===== src/rtl/core/brbap_pkg.sv =====
`default_nettype none

package brbap_pkg;

  localparam int unsigned DEPTH_DEF     = 256;
  localparam int unsigned MAX_BURST_DEF = 16;

  localparam int unsigned CMD_W   = 2;
  localparam int unsigned BYTE_W  = 8;
  localparam int unsigned LEN_W   = 9;
  localparam int unsigned MAXR_W  = 5;
  localparam int unsigned RKIND_W = 2;
  localparam int unsigned KIND_W  = 2;
  localparam int unsigned FILL_W  = 8;
  localparam int unsigned FREE_W  = 9;

  localparam logic [CMD_W-1:0] CMD_WRITE = 2'd0;
  localparam logic [CMD_W-1:0] CMD_READ  = 2'd1;
  localparam logic [CMD_W-1:0] CMD_RESET = 2'd2;
  localparam logic [CMD_W-1:0] CMD_NONE  = 2'd3;

  localparam logic [RKIND_W-1:0] RST_READ  = 2'd0;
  localparam logic [RKIND_W-1:0] RST_WRITE = 2'd1;

  localparam logic [KIND_W-1:0] KIND_WSTAT = 2'd0;
  localparam logic [KIND_W-1:0] KIND_DATA  = 2'd1;
  localparam logic [KIND_W-1:0] KIND_EMPTY = 2'd2;
  localparam logic [KIND_W-1:0] KIND_RDONE = 2'd3;

  typedef struct packed {
    logic accept;
    logic pop;
  } dp_cmd_t;

  typedef struct packed {
    logic now_result;
    logic burst_go;
    logic last_pop;
  } dp_stat_t;

endpackage

`default_nettype wire


===== src/rtl/core/brbap_ctrl.sv =====
`default_nettype none

module brbap_ctrl
  import brbap_pkg::*;
(
  input  wire logic     clk_i,
  input  wire logic     rst_ni,
  input  wire logic     s_valid_i,
  output logic          s_ready_o,
  output logic          m_valid_o,
  input  wire logic     m_ready_i,
  input  wire dp_stat_t stat_i,
  output dp_cmd_t       cmd_o
);

  localparam logic ST_IDLE  = 1'b0;
  localparam logic ST_BURST = 1'b1;

  logic state_q, state_d;
  logic vld_q, vld_d;
  logic slot_free;
  logic load;

  assign slot_free = !vld_q || m_ready_i;
  assign s_ready_o = (state_q == ST_IDLE) && slot_free;
  assign m_valid_o = vld_q;

  always_comb begin
    cmd_o.accept = s_valid_i && s_ready_o;
    cmd_o.pop    = (state_q == ST_BURST) && slot_free;
    state_d      = state_q;
    case (state_q)
      ST_IDLE: begin
        if (cmd_o.accept && stat_i.burst_go) begin
          state_d = ST_BURST;
        end
      end
      ST_BURST: begin
        if (cmd_o.pop && stat_i.last_pop) begin
          state_d = ST_IDLE;
        end
      end
      default: begin
        state_d = ST_IDLE;
      end
    endcase
    load = (cmd_o.accept && stat_i.now_result) || cmd_o.pop;
    if (load) begin
      vld_d = 1'b1;
    end else if (m_ready_i) begin
      vld_d = 1'b0;
    end else begin
      vld_d = vld_q;
    end
  end

  always_ff @(posedge clk_i or negedge rst_ni) begin
    if (!rst_ni) begin
      state_q <= ST_IDLE;
      vld_q   <= 1'b0;
    end else begin
      state_q <= state_d;
      vld_q   <= vld_d;
    end
  end

`ifndef NO_ASSERTIONS
  a_burst_blocks_input: assert property (@(posedge clk_i) disable iff (!rst_ni)
    (state_q == ST_BURST) |-> !s_ready_o)
    else $error("input taken during a read burst");
  a_burst_ends: assert property (@(posedge clk_i) disable iff (!rst_ni)
    (cmd_o.pop && stat_i.last_pop) |=> (state_q == ST_IDLE))
    else $error("burst did not end after its last byte");
  a_result_held: assert property (@(posedge clk_i) disable iff (!rst_ni)
    (vld_q && !m_ready_i) |=> vld_q)
    else $error("pending result dropped");
`endif

endmodule

`default_nettype wire


===== src/rtl/core/brbap_dp.sv =====
`default_nettype none

module brbap_dp
  import brbap_pkg::*;
#(
  parameter int unsigned DEPTH     = DEPTH_DEF,
  parameter int unsigned MAX_BURST = MAX_BURST_DEF
) (
  input  wire logic               clk_i,
  input  wire logic               rst_ni,
  input  wire dp_cmd_t            cmd_i,
  output dp_stat_t                stat_o,
  input  wire logic [CMD_W-1:0]   cmd_in_i,
  input  wire logic [BYTE_W-1:0]  data_byte_i,
  input  wire logic               run_start_i,
  input  wire logic [LEN_W-1:0]   run_length_i,
  input  wire logic [MAXR_W-1:0]  max_read_i,
  input  wire logic [RKIND_W-1:0] reset_kind_i,
  output logic [KIND_W-1:0]       kind_o,
  output logic [BYTE_W-1:0]       read_data_o,
  output logic                    rejected_o,
  output logic                    last_o,
  output logic [FILL_W-1:0]       fill_level_o,
  output logic [FREE_W-1:0]       free_space_o
);

  localparam int unsigned PTR_W = $clog2(DEPTH);
  localparam int unsigned CNT_W = $clog2(MAX_BURST + 1);
  localparam int unsigned FW0   = (PTR_W + 1 > LEN_W) ? PTR_W + 1 : LEN_W;
  localparam int unsigned FW    = (FW0 > MAXR_W) ? FW0 : MAXR_W;
  localparam int unsigned MW    = (FW > CNT_W) ? FW : CNT_W;

  logic [BYTE_W-1:0] mem_q [DEPTH];
  logic [BYTE_W-1:0] rdata_q;

  logic [PTR_W-1:0] wp_q, wp_d, rp_q, rp_d, sp_q, sp_d;
  logic [LEN_W-1:0] rem_q, rem_d;
  logic             acc_q, acc_d;
  logic [CNT_W-1:0] cnt_q, cnt_d;

  logic [KIND_W-1:0] kind_q, kind_d;
  logic [BYTE_W-1:0] data_q, data_d;
  logic              rej_q, rej_d, last_q, last_d;
  logic [FILL_W-1:0] fill_q;
  logic [FREE_W-1:0] free_q;

  logic [PTR_W-1:0] fill_c, fill_n;
  logic [FW-1:0]    free_w, fill_nw, free_nw;
  logic [MW-1:0]    n_a, n_b;
  logic             mem_we;
  logic [PTR_W-1:0] mem_wa;
  logic             out_ld;

  assign fill_c = wp_q - rp_q;
  assign free_w = FW'(DEPTH) - FW'(fill_c);

  // burst size: smallest of request, burst limit and fill level
  always_comb begin
    n_a = (MW'(max_read_i) < MW'(MAX_BURST)) ? MW'(max_read_i) : MW'(MAX_BURST);
    n_b = (MW'(fill_c) < n_a) ? MW'(fill_c) : n_a;
  end

  always_comb begin
    stat_o.burst_go   = (cmd_in_i == CMD_READ) && (n_b != '0);
    stat_o.now_result = (cmd_in_i != CMD_NONE) && !stat_o.burst_go;
    stat_o.last_pop   = (cnt_q == CNT_W'(1));
  end

  always_comb begin
    wp_d   = wp_q;
    rp_d   = rp_q;
    sp_d   = sp_q;
    rem_d  = rem_q;
    acc_d  = acc_q;
    cnt_d  = cnt_q;
    mem_we = 1'b0;
    mem_wa = sp_q;
    kind_d = KIND_WSTAT;
    data_d = '0;
    rej_d  = 1'b0;
    last_d = 1'b1;
    if (cmd_i.accept) begin
      case (cmd_in_i)
        CMD_WRITE: begin
          if (run_start_i) begin
            if (FW'(run_length_i) < free_w) begin
              acc_d = 1'b1;
              sp_d  = wp_q;
              rem_d = run_length_i;
            end else begin
              acc_d = 1'b0;
              rem_d = '0;
            end
          end
          if (acc_d && (rem_d != '0)) begin
            mem_we = 1'b1;
            mem_wa = sp_d;
            sp_d   = sp_d + PTR_W'(1);
            rem_d  = rem_d - LEN_W'(1);
            if (rem_d == '0) begin
              wp_d  = sp_d;
              acc_d = 1'b0;
            end
          end else if (acc_d) begin
            acc_d = 1'b0;
          end else begin
            rej_d = 1'b1;
          end
        end
        CMD_READ: begin
          kind_d = KIND_EMPTY;
          cnt_d  = n_b[CNT_W-1:0];
        end
        CMD_RESET: begin
          kind_d = KIND_RDONE;
          if (reset_kind_i != RST_WRITE) begin
            rp_d = '0;
          end
          if (reset_kind_i != RST_READ) begin
            wp_d  = '0;
            acc_d = 1'b0;
            rem_d = '0;
          end
        end
        default: begin
        end
      endcase
    end else if (cmd_i.pop) begin
      kind_d = KIND_DATA;
      data_d = rdata_q;
      last_d = stat_o.last_pop;
      rp_d   = rp_q + PTR_W'(1);
      cnt_d  = cnt_q - CNT_W'(1);
    end
  end

  assign out_ld  = (cmd_i.accept && stat_o.now_result) || cmd_i.pop;
  assign fill_n  = wp_d - rp_d;
  assign fill_nw = FW'(fill_n);
  assign free_nw = FW'(DEPTH) - fill_nw;

  // storage, read port follows the next read pointer
  always_ff @(posedge clk_i) begin
    if (mem_we) begin
      mem_q[mem_wa] <= data_byte_i;
    end
    rdata_q <= mem_q[rp_d];
  end

  always_ff @(posedge clk_i or negedge rst_ni) begin
    if (!rst_ni) begin
      wp_q  <= '0;
      rp_q  <= '0;
      sp_q  <= '0;
      rem_q <= '0;
      acc_q <= 1'b0;
      cnt_q <= '0;
    end else begin
      wp_q  <= wp_d;
      rp_q  <= rp_d;
      sp_q  <= sp_d;
      rem_q <= rem_d;
      acc_q <= acc_d;
      cnt_q <= cnt_d;
    end
  end

  always_ff @(posedge clk_i) begin
    if (out_ld) begin
      kind_q <= kind_d;
      data_q <= data_d;
      rej_q  <= rej_d;
      last_q <= last_d;
      fill_q <= fill_nw[FILL_W-1:0];
      free_q <= free_nw[FREE_W-1:0];
    end
  end

  assign kind_o       = kind_q;
  assign read_data_o  = data_q;
  assign rejected_o   = rej_q;
  assign last_o       = last_q;
  assign fill_level_o = fill_q;
  assign free_space_o = free_q;

`ifndef NO_ASSERTIONS
  a_open_run_has_bytes: assert property (@(posedge clk_i) disable iff (!rst_ni)
    acc_q |-> (rem_q != '0))
    else $error("open run with no bytes left");
  a_pop_has_count: assert property (@(posedge clk_i) disable iff (!rst_ni)
    cmd_i.pop |-> (cnt_q != '0))
    else $error("burst byte taken with zero count");
  a_burst_loads_count: assert property (@(posedge clk_i) disable iff (!rst_ni)
    (cmd_i.accept && stat_o.burst_go) |=> (cnt_q != '0))
    else $error("burst started without a count");
`endif

endmodule

`default_nettype wire


===== src/rtl/core/byte_ring_buffer_atomic_put_unit.sv =====
`default_nettype none

// Byte ring buffer with all-or-nothing write runs. Each write item carries one
// byte; a run's first item gives its length and the run is dropped unless it
// fits below the free space, and stored bytes only become readable when the
// run's last byte arrives. A read burst holds the input until its last byte
// is taken: the accepted read item starts the registered read of the storage,
// then one byte moves out per cycle while the output is taken. Results wait
// in a single output register, so a new item is accepted only when that
// register is empty or is being taken in the same cycle. Storage needs no
// clearing after reset.
module byte_ring_buffer_atomic_put_unit
  import brbap_pkg::*;
#(
  parameter int unsigned DEPTH     = DEPTH_DEF,
  parameter int unsigned MAX_BURST = MAX_BURST_DEF
) (
  input  wire logic        clk_i,
  input  wire logic        rst_ni,
  input  wire logic        s_axis_tvalid,
  output logic             s_axis_tready,
  input  wire logic [23:0] s_axis_tdata,  // data_byte, run_length, max_read
  input  wire logic [4:0]  s_axis_tuser,  // cmd, run_start, reset_kind
  output logic             m_axis_tvalid,
  input  wire logic        m_axis_tready,
  output logic [31:0]      m_axis_tdata,  // read_data, fill_level, free_space
  output logic [2:0]       m_axis_tuser,  // kind, rejected
  output logic             m_axis_tlast
);

  dp_cmd_t  dp_cmd;
  dp_stat_t dp_stat;

  logic [KIND_W-1:0] kind;
  logic [BYTE_W-1:0] read_data;
  logic              rejected;
  logic [FILL_W-1:0] fill_level;
  logic [FREE_W-1:0] free_space;

  brbap_ctrl u_ctrl (
    .clk_i     (clk_i),
    .rst_ni    (rst_ni),
    .s_valid_i (s_axis_tvalid),
    .s_ready_o (s_axis_tready),
    .m_valid_o (m_axis_tvalid),
    .m_ready_i (m_axis_tready),
    .stat_i    (dp_stat),
    .cmd_o     (dp_cmd)
  );

  brbap_dp #(
    .DEPTH     (DEPTH),
    .MAX_BURST (MAX_BURST)
  ) u_dp (
    .clk_i        (clk_i),
    .rst_ni       (rst_ni),
    .cmd_i        (dp_cmd),
    .stat_o       (dp_stat),
    .cmd_in_i     (s_axis_tuser[1:0]),
    .data_byte_i  (s_axis_tdata[7:0]),
    .run_start_i  (s_axis_tuser[2]),
    .run_length_i (s_axis_tdata[16:8]),
    .max_read_i   (s_axis_tdata[21:17]),
    .reset_kind_i (s_axis_tuser[4:3]),
    .kind_o       (kind),
    .read_data_o  (read_data),
    .rejected_o   (rejected),
    .last_o       (m_axis_tlast),
    .fill_level_o (fill_level),
    .free_space_o (free_space)
  );

  assign m_axis_tdata = {7'd0, free_space, fill_level, read_data};
  assign m_axis_tuser = {rejected, kind};

endmodule

`default_nettype wire


===== config.mk =====
export PLATFORM = sky130hd
export DESIGN_NAME = byte_ring_buffer_atomic_put_unit
export DESIGN_NICKNAME = d
export VERILOG_FILES = /design/src/rtl/core/brbap_pkg.sv /design/src/rtl/core/brbap_ctrl.sv /design/src/rtl/core/brbap_dp.sv /design/src/rtl/core/byte_ring_buffer_atomic_put_unit.sv
export SDC_FILE = /design/constraint.sdc
export NUM_CORES = 2
export LEC_CHECK = 0
export ABC_CLOCK_PERIOD_IN_PS = 20600
export BUFFER_PORTS_ARGS = -buffer_cell sky130_fd_sc_hd__buf_2
export CORE_MARGIN = 5
export CORE_UTILIZATION = 39
export CTS_BUF_LIST = sky130_fd_sc_hd__clkbuf_4
export DETAILED_ROUTE_END_ITERATION = 10
export GPL_ROUTABILITY_DRIVEN = 0
export PLACE_DENSITY = 0.61
export SYNTH_ARGS = -nofsm -noshare
export SYNTH_HDL_FRONTEND = slang
export SYNTH_SLANG_ARGS = --single-unit

===== constraint.sdc =====
create_clock -name clk_i -period 20.6 [get_ports clk_i]
set_input_delay 2.06 -clock clk_i [delete_from_list [all_inputs] [get_ports clk_i]]
set_output_delay 2.06 -clock clk_i [all_outputs]
set_load 0.01 [all_outputs]

==> summary.txt <==
Synth cell count leaders = edfxtp_1, nand2_1, nand3_1, nor2_1, and3_1
Area grow syn2layout = 10.9%
Core box area = 225000 um^2
Post_cts resized = 0
DR top layer = met5
Mux share of post-synthesis cell area = 1.08%
Worst Skew = 0.116 ns
Combinational share of power = 43.7%
Nets@finish = 7223
Layout cells sized above 1 = 14.9%
H-tree depth = 6
CTS max path bufs = 4
Drt initial violations = 8276
Die Height = 486 um
Sink Count = 2125
DIE AREA = 237000 um^2
Area share of the largest cell type after synthesis = 70.4%
Yosys reg bits = 2125
Vias = 61.3k
Setup CP Type = flop to flop
Post-route DRC = 0
DRT antenna net count = 0
Critical Path Source Type = flop
TNS Setup = 0 ns
Standby leakage power = 0.0334 uW
Die X-Extent = 486 um
Syn avg cell area = 12.8 um^2
Largest net degree at the start of global routing = 199
Vias in the first global route = 58.0k
Final worst path period share = 44.1%
Top-count cell post-synth = edfxtp_1
Post-CTS Setup Inserts = 0
Hold EP = u_dp.acc_q
Post-route minimum period = 9.09 ns
Sw Share = 44.1%
Number of hold buffers added after CTS = 0
Ys async rst share = 1.93%
Yosys warning total = 0
Final Slew Violations = 0
Synth Cell Area = 88500 um^2
Worst setup EP type = flop
Initial antenna violation count = 17
Xor/xnor share of the synthesized area = 0.356%
Fraction of the yosys area taken by sequential cells = 71.8%
CTS Buf Count = 569
Total design power = 15100 uW
Synth Area in Compound Gates = 8.40%
Switching power total = 6640 uW
Start point of the worst hold path = u_dp.acc_q
PortBufs = 61
GRT overflow = 0
Wire length on met2 = 122 mm
Clk slew on worst S/H paths = 0.07 ns
PD cells = 153 nW/um^2
Largest area contributor in the netlist = edfxtp_1
Path depth of the worst reg2reg path = 37
R2r startpoint = u_dp.wp_q[0]
Max-cap viol count = 0
Slowest CP cell = o21ai_0
Slew headroom = 8.19%
Routed wl met3 = 33.0 mm
Hold Crit Depth = 1
Metal-1 WL = 110 mm
Post-synthesis cell count = 6895
Outcome = completed
Placement Rows = 174
Worst Path Required = 21.74 ns
Slew @ Worst Pin = 1.37 ns
Crit-path most repeated cell = xnor2_1
Dominant synthesized flop cell = edfxtp_1
Post-synth EDFFs = 2076
Post-DR wirelength/cell = 26.4 um
Initial Utilization = 39.3%
CTS tree = done
Top post-synthesis cells by area = edfxtp_1, nand2_1, nand3_1
Worst R2R Setup Slack = 11.51 ns
Critical path peak fanout = 35
FF-to-FF End = u_dp.free_space_o[7]
Int Pwr = 8420 uW
Clk_lat worst skew = 1.40 ns
Clk root buf = clkbuf_4
RSZ-0062 raised after global routing = false
Synth unique cells = 83
IR Drop Worst-Case VDD = 0.159 mV
Data arrival, critical path = 10.23 ns
Setup-failing EPs final = 0
Hold Vio Cnt, Final = 0
Via-to-Cell Ratio = 5.85
Reg power frac = 32.6%
Simple-gate share of the synthesized area = 14.9%
Largest family of logic cells by synthesized area = simple AND/OR/NAND/NOR gates
Hold WC Path Type = flop to flop
Global-route wire length before repair = 399 mm
TritonRoute pass-1 iters = 7
WL final = 277 mm
Max incr delay on CP = 0.62 ns
Fmax = 110 MHz
Part of the power in the clock network = 23.7%
DP HPWL = 156 mm
I/O pin cnt = 71
Adder-Cell Fraction of Synth Area = 0.596%
Layout fillers = 20.6k
Gr usage total = 22.7%
cell type report:
cell class                      instances  area, um^2  area share (%)
Inverter                               45         196           0.200
Clock buffer                          814        6110            6.22
Antenna cell                           19        47.5          0.0484
Multi-Input combinational cell       4218       22600            23.0
Tap cell                             2992        3740            3.81
Sequential cell                      2125       63500            64.7
Clock inverter                         88         513           0.522
Timing Repair Buffer                  190        1490            1.52
routing by layer:
metal,track usage (%),vias up
li1,-,26700
met4,10.1,6
met5,0,-
met3,6.50,601
met2,33.7,3710
met1,31.1,30400
cell usage in the layout, fill, tap and decap left out, types with 27 or more instances in the layout:
cell type	instances
edfxtp_1	2076
nand2_1	1676
clkbuf_4	814
nand3_1	510
nor2_1	351
and3_1	280
a311oi_1	253
a211oi_1	213
a31oi_1	173
a21oi_1	133
buf_4	116
o21ai_0	73
nor3_1	65
mux2i_1	59
buf_2	54
clkinv_1	53
dfrtp_1	41
inv_1	39
ha_1	39
xnor2_1	27
power groups by stage:
stage / sequential [uW] / clock, uW / combinational [uW]
final: 4900 / 3570 / 6590
after global routing: 4910 / 3870 / 6930
after CTS: 4900 / 3630 / 6450
after detailed placement: 4990 / 0 / 6430
after global placement: 4990 / 0 / 6390
after floorplan: 4960 / 0 / 3960
state kept, by name, indices dropped and copies added (netlist names):
register	flops
u_ctrl.m_valid_o	1
u_ctrl.state_q	1
u_dp.acc_q	1
u_dp.cnt_q	5
u_dp.fill_level_o	7
u_dp.free_space_o	9
u_dp.kind_o	2
u_dp.last_o	1
u_dp.mem_q	2048
u_dp.rdata_q	8
u_dp.read_data_o	8
u_dp.rejected_o	1
u_dp.rem_q	9
u_dp.rp_q	8
u_dp.sp_q	8
u_dp.wp_q	8
through the flow:
step | hold slack [ns] | util [%] | setup WS (ns) | instances | instance area, um^2
finish | 0.489 | 43.6 | 11.51 | 10500 | 98200
floorplan | 0.458 | - | 12.28 | 6901 | 88500
detailed placement | 0.478 | 40.6 | 10.86 | 9570 | 91500
global route | 0.497 | 43.6 | 10.70 | 10500 | 98200
global placement | 0.466 | 40.6 | 10.84 | 9569 | 91500
CTS | 0.493 | 43.6 | 11.62 | 10500 | 98200
worst max-delay path by stage:
stage                     depth (start not counted)  slack [ns]                   end       startpoint
after global routing                             38       10.70  u_dp.free_space_o[7]     u_dp.wp_q[0]
after CTS                                        38       11.62  u_dp.free_space_o[7]     u_dp.wp_q[0]
after global placement                           19       10.84       u_dp.rdata_q[5]  s_axis_tuser[0]
after floorplan                                  42       12.28  u_dp.free_space_o[7]     u_dp.wp_q[0]
final                                            37       11.51  u_dp.free_space_o[7]     u_dp.wp_q[0]
after detailed placement                         19       10.86       u_dp.rdata_q[5]  s_axis_tuser[0]
critical path, delay by kind of cell, from the launching register on:
family / cells / cell delay [ns]
AO/OA/AOI/OAI: 15 / 3.68
XOR/XNOR: 5 / 1.01
adder cells (fa/ha/maj): 5 / 1.61
buffers and inverters: 4 / 0.65
flip-flops: 1 / 0.49
AND/OR/NAND/NOR: 8 / 1.45
cells by family after synthesis:
| family | count (synthesis) |
|---|---|
| XOR/XNOR | 36 |
| other | 1 |
| AO/OA/AOI/OAI | 1027 |
| buffers and inverters | 558 |
| AND/OR/NAND/NOR | 3028 |
| adder cells (fa/ha/maj) | 41 |
| flip-flops | 2125 |
| multiplexers | 79 |
(Power assumes the default switching activity.)
